--- src/sv/skit_pkg.sv ---
// Shared constants, types and command/status structs for the sorted key index table.
`default_nettype none

package skit_pkg;

    localparam int DEPTH     = 16;
    localparam int KEY_BITS  = 16;
    localparam int ADDR_BITS = $clog2(DEPTH);
    localparam int CNT_BITS  = $clog2(DEPTH + 1);

    // Fixed field widths of the stream words.
    localparam int OPCODE_BITS    = 2;
    localparam int KEY_FIELD_BITS = 16;
    localparam int STATUS_BITS    = 2;
    localparam int SLOT_BITS      = 4;
    localparam int TOTAL_BITS     = 5;

    localparam int S_FIELD_BITS = OPCODE_BITS + KEY_FIELD_BITS;
    localparam int S_TDATA_BITS = ((S_FIELD_BITS + 7) / 8) * 8;
    localparam int M_FIELD_BITS = STATUS_BITS + 2 * SLOT_BITS + TOTAL_BITS;
    localparam int M_TDATA_BITS = ((M_FIELD_BITS + 7) / 8) * 8;

    typedef enum logic [OPCODE_BITS-1:0] {
        OP_INSERT  = 2'd0,
        OP_LOOKUP  = 2'd1,
        OP_REMOVE  = 2'd2,
        OP_COMPACT = 2'd3
    } opcode_t;

    typedef enum logic [STATUS_BITS-1:0] {
        ST_OK   = 2'd0,
        ST_MISS = 2'd1,
        ST_FULL = 2'd2
    } status_t;

    // Source of the shared read address of the index and keep memories.
    typedef enum logic [1:0] {
        RD_POS_M1 = 2'd0,
        RD_POS_M2 = 2'd1,
        RD_MID    = 2'd2,
        RD_IDX    = 2'd3
    } rd_sel_t;

    typedef struct packed {
        logic    load;
        rd_sel_t rd_sel;
        logic    ins_shift;
        logic    ins_put;
        logic    srch_fetch;
        logic    srch_step;
        logic    srch_live;
        logic    keep_wr;
        logic    pass2_init;
        logic    comp_wr;
        logic    comp_done;
        logic    res_full;
        logic    res_miss;
        logic    out_load;
    } skit_cmd_t;

    typedef struct packed {
        opcode_t op;
        logic    full;
        logic    cnt_zero;
        logic    range_ok;
        logic    key_eq;
        logic    key_lt;
        logic    i_lt_cnt;
        logic    pos_one;
        logic    out_free;
    } skit_sts_t;

endpackage

`default_nettype wire

--- src/sv/skit_ram.sv ---
// Generic simple dual-port RAM with one write port and a registered read port.
`default_nettype none

module skit_ram #(
    parameter int WIDTH = 8,
    parameter int DEPTH = 16
) (
    input  wire logic                     clk,
    input  wire logic                     we,
    input  wire logic [$clog2(DEPTH)-1:0] waddr,
    input  wire logic [WIDTH-1:0]         wdata,
    input  wire logic [$clog2(DEPTH)-1:0] raddr,
    output logic      [WIDTH-1:0]         rdata
);

    logic [WIDTH-1:0] mem_reg [DEPTH];
    logic [WIDTH-1:0] rdata_reg;

    always_ff @(posedge clk)
    begin
        if (we)
        begin
            mem_reg[waddr] <= wdata;
        end
        rdata_reg <= mem_reg[raddr];
    end

    assign rdata = rdata_reg;

endmodule

`default_nettype wire

--- src/sv/skit_dpath.sv ---
// Datapath: index and record memories, search and walk counters, result register.
`default_nettype none

module skit_dpath (
    input  wire logic                               clk,
    input  wire logic                               rst_n,
    input  wire skit_pkg::skit_cmd_t                cmd,
    output skit_pkg::skit_sts_t                     sts,
    input  wire logic [skit_pkg::S_TDATA_BITS-1:0]  s_tdata,
    output logic                                    m_tvalid,
    input  wire logic                               m_tready,
    output logic      [skit_pkg::M_TDATA_BITS-1:0]  m_tdata
);

    localparam int AB = skit_pkg::ADDR_BITS;
    localparam int CB = skit_pkg::CNT_BITS;
    localparam int KB = skit_pkg::KEY_BITS;

    skit_pkg::opcode_t op_reg;
    logic [KB-1:0]     key_reg;
    logic [CB-1:0]     count_reg;
    logic [CB-1:0]     lo_reg;
    logic [CB-1:0]     hi_reg;
    logic [CB-1:0]     pos_reg;
    logic [CB-1:0]     i_reg;
    logic [CB-1:0]     k_reg;
    logic [AB-1:0]     mid_reg;
    logic [AB-1:0]     rec_reg;
    skit_pkg::status_t res_status_reg;
    logic [AB-1:0]     res_islot_reg;
    logic [AB-1:0]     res_rslot_reg;
    logic              m_tvalid_reg;
    logic [skit_pkg::M_TDATA_BITS-1:0] m_tdata_reg;

    logic [CB:0]   mid_sum;
    logic [AB-1:0] mid;
    logic [AB-1:0] rd_addr;

    logic          key_we;
    logic [AB-1:0] key_waddr;
    logic [KB-1:0] key_wdata;
    logic [KB-1:0] rkey;
    logic          ptr_we;
    logic [AB-1:0] ptr_wdata;
    logic [AB-1:0] rptr;
    logic          live_we;
    logic [AB-1:0] live_waddr;
    logic          live_wdata;
    logic          rlive;
    logic          rkeep;

    // Lower midpoint of the half-open range [lo, hi) equals (lo + hi_inclusive) / 2.
    assign mid_sum = {1'b0, lo_reg} + {1'b0, hi_reg} - {{CB{1'b0}}, 1'b1};
    assign mid     = mid_sum[AB:1];

    always_comb
    begin
        case (cmd.rd_sel)
            skit_pkg::RD_POS_M1: rd_addr = AB'(pos_reg - 1'b1);
            skit_pkg::RD_POS_M2: rd_addr = AB'(pos_reg - 2'd2);
            skit_pkg::RD_MID:    rd_addr = mid;
            skit_pkg::RD_IDX:    rd_addr = i_reg[AB-1:0];
            default:             rd_addr = i_reg[AB-1:0];
        endcase
    end

    always_comb
    begin
        key_we     = 1'b0;
        key_waddr  = pos_reg[AB-1:0];
        key_wdata  = rkey;
        ptr_we     = 1'b0;
        ptr_wdata  = rptr;
        live_we    = 1'b0;
        live_waddr = count_reg[AB-1:0];
        live_wdata = 1'b1;
        if (cmd.ins_shift)
        begin
            key_we = 1'b1;
            ptr_we = 1'b1;
        end
        if (cmd.ins_put)
        begin
            key_we    = 1'b1;
            key_wdata = key_reg;
            ptr_we    = 1'b1;
            ptr_wdata = count_reg[AB-1:0];
            live_we   = 1'b1;
        end
        if (cmd.comp_wr && rkeep)
        begin
            key_we     = 1'b1;
            key_waddr  = k_reg[AB-1:0];
            ptr_we     = 1'b1;
            ptr_wdata  = k_reg[AB-1:0];
            live_we    = 1'b1;
            live_waddr = k_reg[AB-1:0];
        end
        if (cmd.srch_live && (op_reg == skit_pkg::OP_REMOVE) && rlive)
        begin
            live_we    = 1'b1;
            live_waddr = rec_reg;
            live_wdata = 1'b0;
        end
    end

    skit_ram #(.WIDTH(KB), .DEPTH(skit_pkg::DEPTH)) u_key_ram (
        .clk   (clk),
        .we    (key_we),
        .waddr (key_waddr),
        .wdata (key_wdata),
        .raddr (rd_addr),
        .rdata (rkey)
    );

    skit_ram #(.WIDTH(AB), .DEPTH(skit_pkg::DEPTH)) u_ptr_ram (
        .clk   (clk),
        .we    (ptr_we),
        .waddr (key_waddr),
        .wdata (ptr_wdata),
        .raddr (rd_addr),
        .rdata (rptr)
    );

    // The live flags are always looked up through the pointer just read.
    skit_ram #(.WIDTH(1), .DEPTH(skit_pkg::DEPTH)) u_live_ram (
        .clk   (clk),
        .we    (live_we),
        .waddr (live_waddr),
        .wdata (live_wdata),
        .raddr (rptr),
        .rdata (rlive)
    );

    // Per index position, whether compaction keeps that entry.
    skit_ram #(.WIDTH(1), .DEPTH(skit_pkg::DEPTH)) u_keep_ram (
        .clk   (clk),
        .we    (cmd.keep_wr),
        .waddr (i_reg[AB-1:0]),
        .wdata (rlive),
        .raddr (rd_addr),
        .rdata (rkeep)
    );

    always_ff @(posedge clk or negedge rst_n)
    begin
        if (!rst_n)
        begin
            count_reg    <= '0;
            m_tvalid_reg <= 1'b0;
        end
        else
        begin
            if (cmd.ins_put)
            begin
                count_reg <= count_reg + 1'b1;
            end
            else if (cmd.comp_done)
            begin
                count_reg <= k_reg;
            end
            if (cmd.out_load)
            begin
                m_tvalid_reg <= 1'b1;
            end
            else if (m_tready)
            begin
                m_tvalid_reg <= 1'b0;
            end
        end
    end

    always_ff @(posedge clk)
    begin
        if (cmd.load)
        begin
            op_reg  <= skit_pkg::opcode_t'(s_tdata[skit_pkg::OPCODE_BITS-1:0]);
            key_reg <= KB'(s_tdata[skit_pkg::OPCODE_BITS +: skit_pkg::KEY_FIELD_BITS]);
            lo_reg  <= '0;
            hi_reg  <= count_reg;
            pos_reg <= count_reg;
            i_reg   <= '0;
        end
        if (cmd.ins_shift)
        begin
            pos_reg <= pos_reg - 1'b1;
        end
        if (cmd.srch_fetch)
        begin
            mid_reg <= mid;
        end
        if (cmd.srch_step)
        begin
            if (key_reg == rkey)
            begin
                rec_reg <= rptr;
            end
            else if (key_reg > rkey)
            begin
                lo_reg <= CB'(mid_reg) + 1'b1;
            end
            else
            begin
                hi_reg <= CB'(mid_reg);
            end
        end
        if (cmd.keep_wr)
        begin
            i_reg <= i_reg + 1'b1;
        end
        if (cmd.pass2_init)
        begin
            i_reg <= '0;
            k_reg <= '0;
        end
        if (cmd.comp_wr)
        begin
            i_reg <= i_reg + 1'b1;
            if (rkeep)
            begin
                k_reg <= k_reg + 1'b1;
            end
        end

        if (cmd.ins_put)
        begin
            res_status_reg <= skit_pkg::ST_OK;
            res_islot_reg  <= pos_reg[AB-1:0];
            res_rslot_reg  <= count_reg[AB-1:0];
        end
        if (cmd.srch_live)
        begin
            res_status_reg <= rlive ? skit_pkg::ST_OK : skit_pkg::ST_MISS;
            res_islot_reg  <= rlive ? mid_reg : '0;
            res_rslot_reg  <= rlive ? rec_reg : '0;
        end
        if (cmd.res_full || cmd.res_miss || cmd.comp_done)
        begin
            res_status_reg <= cmd.res_full ? skit_pkg::ST_FULL :
                              (cmd.res_miss ? skit_pkg::ST_MISS : skit_pkg::ST_OK);
            res_islot_reg  <= '0;
            res_rslot_reg  <= '0;
        end
        if (cmd.out_load)
        begin
            m_tdata_reg <= {{(skit_pkg::M_TDATA_BITS - skit_pkg::M_FIELD_BITS){1'b0}},
                            skit_pkg::TOTAL_BITS'(count_reg),
                            skit_pkg::SLOT_BITS'(res_rslot_reg),
                            skit_pkg::SLOT_BITS'(res_islot_reg),
                            res_status_reg};
        end
    end

    assign sts.op       = op_reg;
    assign sts.full     = (count_reg == CB'(skit_pkg::DEPTH));
    assign sts.cnt_zero = (count_reg == '0);
    assign sts.range_ok = (lo_reg < hi_reg);
    assign sts.key_eq   = (key_reg == rkey);
    assign sts.key_lt   = (key_reg < rkey);
    assign sts.i_lt_cnt = (i_reg < count_reg);
    assign sts.pos_one  = (pos_reg == CB'(1));
    assign sts.out_free = !m_tvalid_reg || m_tready;

    assign m_tvalid = m_tvalid_reg;
    assign m_tdata  = m_tdata_reg;

endmodule

`default_nettype wire

--- src/sv/skit_ctrl.sv ---
// Controller state machine that sequences insert, search and compaction steps.
`default_nettype none

module skit_ctrl (
    input  wire logic                clk,
    input  wire logic                rst_n,
    input  wire logic                s_tvalid,
    output logic                     s_tready,
    input  wire skit_pkg::skit_sts_t sts,
    output skit_pkg::skit_cmd_t      cmd
);

    typedef enum logic [3:0] {
        S_IDLE,
        S_DISPATCH,
        S_INS_RD,
        S_INS_CMP,
        S_INS_PUT,
        S_SRCH_RD,
        S_SRCH_CMP,
        S_SRCH_LIVE,
        S_KP_RD,
        S_KP_PTR,
        S_KP_LIVE,
        S_KC_RD,
        S_KC_WR,
        S_FINISH
    } state_t;

    state_t state_reg;
    state_t state_next;

    always_ff @(posedge clk or negedge rst_n)
    begin
        if (!rst_n)
        begin
            state_reg <= S_IDLE;
        end
        else
        begin
            state_reg <= state_next;
        end
    end

    always_comb
    begin
        cmd        = '0;
        cmd.rd_sel = skit_pkg::RD_IDX;
        state_next = state_reg;
        case (state_reg)
            S_IDLE:
            begin
                if (s_tvalid)
                begin
                    cmd.load   = 1'b1;
                    state_next = S_DISPATCH;
                end
            end
            S_DISPATCH:
            begin
                case (sts.op)
                    skit_pkg::OP_INSERT:
                    begin
                        if (sts.full)
                        begin
                            cmd.res_full = 1'b1;
                            state_next   = S_FINISH;
                        end
                        else if (sts.cnt_zero)
                        begin
                            state_next = S_INS_PUT;
                        end
                        else
                        begin
                            state_next = S_INS_RD;
                        end
                    end
                    skit_pkg::OP_LOOKUP,
                    skit_pkg::OP_REMOVE:  state_next = S_SRCH_RD;
                    skit_pkg::OP_COMPACT: state_next = S_KP_RD;
                    default:              state_next = S_KP_RD;
                endcase
            end
            S_INS_RD:
            begin
                cmd.rd_sel = skit_pkg::RD_POS_M1;
                state_next = S_INS_CMP;
            end
            S_INS_CMP:
            begin
                // The next lower entry is fetched while this one moves up.
                cmd.rd_sel = skit_pkg::RD_POS_M2;
                if (sts.key_lt)
                begin
                    cmd.ins_shift = 1'b1;
                    state_next    = sts.pos_one ? S_INS_PUT : S_INS_CMP;
                end
                else
                begin
                    state_next = S_INS_PUT;
                end
            end
            S_INS_PUT:
            begin
                cmd.ins_put = 1'b1;
                state_next  = S_FINISH;
            end
            S_SRCH_RD:
            begin
                if (sts.range_ok)
                begin
                    cmd.rd_sel     = skit_pkg::RD_MID;
                    cmd.srch_fetch = 1'b1;
                    state_next     = S_SRCH_CMP;
                end
                else
                begin
                    cmd.res_miss = 1'b1;
                    state_next   = S_FINISH;
                end
            end
            S_SRCH_CMP:
            begin
                cmd.srch_step = 1'b1;
                state_next    = sts.key_eq ? S_SRCH_LIVE : S_SRCH_RD;
            end
            S_SRCH_LIVE:
            begin
                cmd.srch_live = 1'b1;
                state_next    = S_FINISH;
            end
            S_KP_RD:
            begin
                if (sts.i_lt_cnt)
                begin
                    state_next = S_KP_PTR;
                end
                else
                begin
                    cmd.pass2_init = 1'b1;
                    state_next     = S_KC_RD;
                end
            end
            S_KP_PTR:
            begin
                state_next = S_KP_LIVE;
            end
            S_KP_LIVE:
            begin
                cmd.keep_wr = 1'b1;
                state_next  = S_KP_RD;
            end
            S_KC_RD:
            begin
                if (sts.i_lt_cnt)
                begin
                    state_next = S_KC_WR;
                end
                else
                begin
                    cmd.comp_done = 1'b1;
                    state_next    = S_FINISH;
                end
            end
            S_KC_WR:
            begin
                cmd.comp_wr = 1'b1;
                state_next  = S_KC_RD;
            end
            S_FINISH:
            begin
                if (sts.out_free)
                begin
                    cmd.out_load = 1'b1;
                    state_next   = S_IDLE;
                end
            end
            default:
            begin
                state_next = S_IDLE;
            end
        endcase
    end

    assign s_tready = (state_reg == S_IDLE);

endmodule

`default_nettype wire

--- src/sv/sorted_key_index_table_core.sv ---
// Top level of the sorted key index table: controller plus datapath.
//
// An input word carries an opcode (insert, lookup, remove, compact) and a key.
// Each input word produces exactly one output word with status, index slot,
// record slot and the entry total after the operation.
// Words are processed one at a time; s_tready is high only while the block
// is idle. Insert moves one index entry per cycle while it shifts the
// entries above the new key's slot; lookup and remove run a binary search;
// compaction makes two passes over the single read port of the memories.
// The output word sits in a register; the next input word is accepted while
// it waits, and only the completion of that next word waits for m_tready.
// Reset empties the table (entry count zero) and drops any pending output;
// memory contents are not cleared, since only entries below the count are read.
`default_nettype none

module sorted_key_index_table_core (
    input  wire logic                              clk,
    input  wire logic                              rst_n,
    input  wire logic                              s_tvalid,
    output logic                                   s_tready,
    // Fields from bit 0 up: opcode[1:0], key[17:2], zero padding.
    input  wire logic [skit_pkg::S_TDATA_BITS-1:0] s_tdata,
    output logic                                   m_tvalid,
    input  wire logic                              m_tready,
    // Fields from bit 0 up: status[1:0], index_slot[5:2], record_slot[9:6],
    // entry_total[14:10], zero padding.
    output logic      [skit_pkg::M_TDATA_BITS-1:0] m_tdata
);

    skit_pkg::skit_cmd_t cmd;
    skit_pkg::skit_sts_t sts;

    skit_ctrl u_ctrl (
        .clk      (clk),
        .rst_n    (rst_n),
        .s_tvalid (s_tvalid),
        .s_tready (s_tready),
        .sts      (sts),
        .cmd      (cmd)
    );

    skit_dpath u_dpath (
        .clk      (clk),
        .rst_n    (rst_n),
        .cmd      (cmd),
        .sts      (sts),
        .s_tdata  (s_tdata),
        .m_tvalid (m_tvalid),
        .m_tready (m_tready),
        .m_tdata  (m_tdata)
    );

endmodule

`default_nettype wire

--- config.mk ---
export PLATFORM = sky130hd
export DESIGN_NAME = sorted_key_index_table_core
export DESIGN_NICKNAME = d
export VERILOG_FILES = /design/src/sv/skit_pkg.sv /design/src/sv/skit_ram.sv /design/src/sv/skit_dpath.sv /design/src/sv/skit_ctrl.sv /design/src/sv/sorted_key_index_table_core.sv
export SDC_FILE = /design/constraint.sdc
export NUM_CORES = 1
export LEC_CHECK = 0
export BUFFER_PORTS_ARGS = -buffer_cell sky130_fd_sc_hd__buf_2
export CAP_MARGIN = 20
export CORE_MARGIN = 1
export CORE_UTILIZATION = 30
export DETAILED_ROUTE_END_ITERATION = 12
export MAX_ROUTING_LAYER = met4
export PLACE_DENSITY = 0.57
export SLEW_MARGIN = 20
export SYNTH_ARGS = -nofsm -noshare
export SYNTH_HDL_FRONTEND = slang
export SYNTH_HIERARCHICAL = 1
export SYNTH_SLANG_ARGS = --single-unit
export TNS_END_PERCENT = 10
--- constraint.sdc ---
create_clock -name clk -period 3.7 [get_ports clk]
set_input_delay 0.74 -clock clk [delete_from_list [all_inputs] [get_ports clk]]
set_output_delay 0.74 -clock clk [all_outputs]
set_load 0.02 [all_outputs]
==> implementation parameters <==
Parameter                              Value

Run status
  Result of the run ... finished clean

Drt
  Remaining design rule violation count ... 0
  DRT antenna net count ... 0
  Via/cell ratio ... 4.807
  Vias ... 10610
  Final routed wirelength across all metal layers ... 43590 um
  Routed wire per std cell ... 19.75 um
  Initial drt markers ... 913
  Number of detailed-route iterations in the first pass ... 6

Clock tree
  Number of levels in the clock H-tree ... 2
  Clock tree from TritonCTS ... done
  Clock-pin slew of the registers on the worst-case setup and hold paths ... 70 ps
  Clock buffers created by TritonCTS ... 47
  Deepest clock path buffer count ... 3
  Cell chosen for the clock root ... sky130_fd_sc_hd__clkbuf_16
  Clock latency on the worst-skew pair ... 590 ps
  Hold-fix buffers, CTS ... 0
  # clock sinks ... 460

Critical path
  Kind of launch point of the worst setup path ... flop
  Reg2reg path depth ... 19
  Critical Path AT ... 3990 ps
  Worst-path fanout max ... 11
  R2R Path Start ... u_dpath/lo_reg[1]
  Slowest cell on crit path ... sky130_fd_sc_hd__mux4_1
  Beginning of the critical path ... u_dpath/lo_reg[1]
  Slowest Stage Delay on Critical Path ... 580 ps
  Minimum setup slack among reg-to-reg paths ... 170 ps
  Data required time at the worst endpoint ... 4160 ps
  Critical path, cell by cell ... inv_1 -> ha_1 -> inv_1 -> a21o_1 -> a21oi_2 -> o21bai_1 -> a21oi_2 -> nand3_1 -> o21ai_0 -> nand2b_1 -> xnor2_1 -> nor2_1 -> a21oi_4 -> buf_12 -> buf_12 -> clkbuf_16 -> mux4_1 -> a22oi_2 -> nand3_1
  Destination of the worst register-to-register timing path ... u_dpath/u_ptr_ram/rdata[3]
  Critical path start-end classification ... flop to flop
  Capturing element type of the critical path ... flop

Synth
  Top cells by area, synth ... sky130_fd_sc_hd__edfxtp_1 63%, sky130_fd_sc_hd__mux4_2 6.8%, sky130_fd_sc_hd__dfxtp_1 4.7%
  Post-synth top area cell ... sky130_fd_sc_hd__edfxtp_1
  Top FF cell, synth ... sky130_fd_sc_hd__edfxtp_1
  Net Count, Synth ... 1257
  Asr flop ratio synth ... 2.174%
  Count leader, synth ... sky130_fd_sc_hd__edfxtp_1
  Flip-flop and latch count after synthesis ... 460
  Sequential share of the synthesized area ... 69.01%
  Average cell area after synthesis ... 16.26 um^2
  Area of the mapped netlist ... 19290 um^2
  Most frequent cells after synthesis ... 405 x sky130_fd_sc_hd__edfxtp_1, 101 x sky130_fd_sc_hd__nor2_1, 81 x sky130_fd_sc_hd__nand2_1
  Share of Yosys cell area claimed by the top area cell type ... 63.05%
  Post-synth cell types ... 60
  Number of flops mapped to enable cells by yosys ... 405
  Cell count after synthesis ... 1186
  Warning count from the yosys run ... 6

Cells and area
  Synth-to-Final Area Change ... 19.12%
  Total area of sequential cells ... 13310 um^2
  Layout filler cell count ... 5982
  Layout net count ... 1393
  Flip-flop count of the largest register after layout ... 256
  Footprint of the multi-input gates ... 5668 um^2
  Fraction of layout instances using a drive strength above 1 ... 23.95%
  Post-layout utilization of the core ... 36.29%
  Number of inserted diodes ... 0

Global routing
  Initial antenna violation count ... 0
  Layer with the highest usage after global routing ... met2
  Overflow left after global routing ... 0
  Met1 usage in global routing ... 18.44%
  Met2 track demand over resource in global routing ... 20.81%
  Maximum number of pins on one net before global-route repair ... 37
  First-pass GRT wire length ... 65590 um
  Number of global-route vias before repair ... 10980
  Total Routing Usage GR ... 13.57%
  Fraction of met3 tracks used by global routing ... 2.208%

Pwr
  Maximum vdd ir drop ... 0.6153 mV
  Leakage dissipation ... 7.926 nW
  Power density cells ... 844.3 nW/um^2

Floorplanning
  IO Pins ... 46
  Area of the die ... 65320 um^2
  Row Count ... 92
  Initial standard-cell utilization of the core ... 30.47%
  Horizontal extent of the die ... 255.6 um
  Die Span Y ... 255.6 um
  Core footprint ... 63310 um^2

STA
  Worst relative slew slack ... 38.90%
  Total count of hold-check failures in the final report ... 0
  Post-Route Skew ... 26.36 ps
  Unrepaired setup endpoints after global routing ... yes
  Slew at the pin closest to its max-slew limit ... 916.4 ps
  Final setup violation count ... 0
  Pins Over Slew Limit ... 0
  Worst-case hold slack ... 29.36 ps
  Share of the clock period used by the worst path ... 95.31%
  F_max ... 283.6 MHz
  Min Tclk post-route ... 3526 ps
  Final Worst Setup Slack ... 173.7 ps

Placed design
  Detailed-placement wirelength estimate ... 27560 um
  Gp weighted congestion ... 0.8225
  Setup slack after placement ... -32.77 ps
  Count of buffers inserted at the top-level ports ... 38

Job
  Maxcap violations ... 0

Min path
  Hold WC Path Type ... input pin to asynchronous set/reset pin
[metrics by stage]
stage	std cells	setup TNS, ps	total power (W)	instance area, um^2
2_1_floorplan	1186	0	0.01194	19290
3_3_place_gp	2113	0	0.01421	21220
3_5_place_dp	2113	-32.77	0.01433	21220
4_1_cts	2201	0	0.01912	22770
5_1_grt	2207	-361.6	0.02046	22980
6_report	2207	0	0.01940	22980
[cells by family after synthesis]
kind of cell	after synthesis	synth area share, %
muxes	126	13.06
other	1	0.01944
and+or+nand+nor	298	7.304
buffers and inverters	101	2.406
xor gates and xnor gates	15	0.6811
AOI/OAI and AO/OA	142	4.683
DFF	460	69.01
adders and majority gates	43	2.828
[report_power, final]
part	internal (W)	switching (W)	total, W	leakage (nW)
logic	0.00341	0.00413	0.00754	2.97
registers	0.00683	0.000310	0.00714	4.20
clock network	0.00276	0.00197	0.00473	0.748
total	0.0130	0.00641	0.0194	7.93
[worst max-delay path, delay by kind of cell, from the launching register on]
kind            cells  cell delay, ps
buf+inv             5             560
xor+xnor            1             180
mux                 1             580
flops               1             340
fa+ha+maj           1             270
simple gates        4             460
compound gates      7            1010
[per-layer routing]
| layer | share of wire [%] | wire length [um] |
|---|---|---|
| met1 | 46 | 20030 |
| met2 | 47 | 20570 |
| met3 | 4.5 | 1944 |
| met4 | 2.4 | 1036 |
| met5 | 0 | 0 |
[worst max-delay path by stage]
stage                                             end  slack (ps)  depth (start not counted)
floorplan                 u_dpath/u_key_ram/rdata[11]          70                         19
global placement      u_dpath/u_key_ram/mem_reg[0][7]          50                         11
detailed placement         u_dpath/u_ptr_ram/rdata[2]         -30                         19
CTS                 u_dpath/u_key_ram/mem_reg[14][14]           1                         11
global route               u_dpath/u_key_ram/rdata[1]         -50                         19
finish                     u_dpath/u_ptr_ram/rdata[3]         170                         19
[area by class of cell]
class	instances	share of cell area (%)
tap	846	4.607
inverter	49	0.8005
clock inverter	23	1.029
sequential	460	57.94
timing repair buffer	139	5.277
clock buffer	65	5.680
multi-input combinational	625	24.67
[layout by cell type (no fill, tap or decap), types with 5 or more instances in the layout]
cell type and n:
sky130_fd_sc_hd__a21o_1 6, sky130_fd_sc_hd__a21oi_1 22, sky130_fd_sc_hd__a22oi_1 28, sky130_fd_sc_hd__a22oi_2 8, sky130_fd_sc_hd__a31oi_1 14, sky130_fd_sc_hd__and2_1 5
sky130_fd_sc_hd__buf_12 15, sky130_fd_sc_hd__buf_2 38, sky130_fd_sc_hd__buf_4 81, sky130_fd_sc_hd__clkbuf_1 13, sky130_fd_sc_hd__clkbuf_16 51, sky130_fd_sc_hd__clkinv_2 10
sky130_fd_sc_hd__dfrtp_1 10, sky130_fd_sc_hd__dfxtp_1 45, sky130_fd_sc_hd__edfxtp_1 405, sky130_fd_sc_hd__ha_1 42, sky130_fd_sc_hd__inv_1 49, sky130_fd_sc_hd__mux2_2 6
sky130_fd_sc_hd__mux2i_1 29, sky130_fd_sc_hd__mux4_1 28, sky130_fd_sc_hd__mux4_2 61, sky130_fd_sc_hd__nand2_1 81, sky130_fd_sc_hd__nand2b_1 25, sky130_fd_sc_hd__nand3_1 24
sky130_fd_sc_hd__nand3b_1 8, sky130_fd_sc_hd__nor2_1 89, sky130_fd_sc_hd__nor2_2 9, sky130_fd_sc_hd__nor2b_1 6, sky130_fd_sc_hd__nor3_1 16, sky130_fd_sc_hd__nor3_2 7
sky130_fd_sc_hd__o21ai_0 41, sky130_fd_sc_hd__xnor2_1 7, sky130_fd_sc_hd__xor2_1 8
[timing repair]
action                                  CTS  global route
gates resized for setup                   1            22
endpoints found under the setup margin    2           243
gates cloned                              0             3
buffers inserted                          0             3
endpoints found under the hold margin     0             0
pin swaps                                 0             6
No activity file was read; power rests on OpenSTA's default activity.
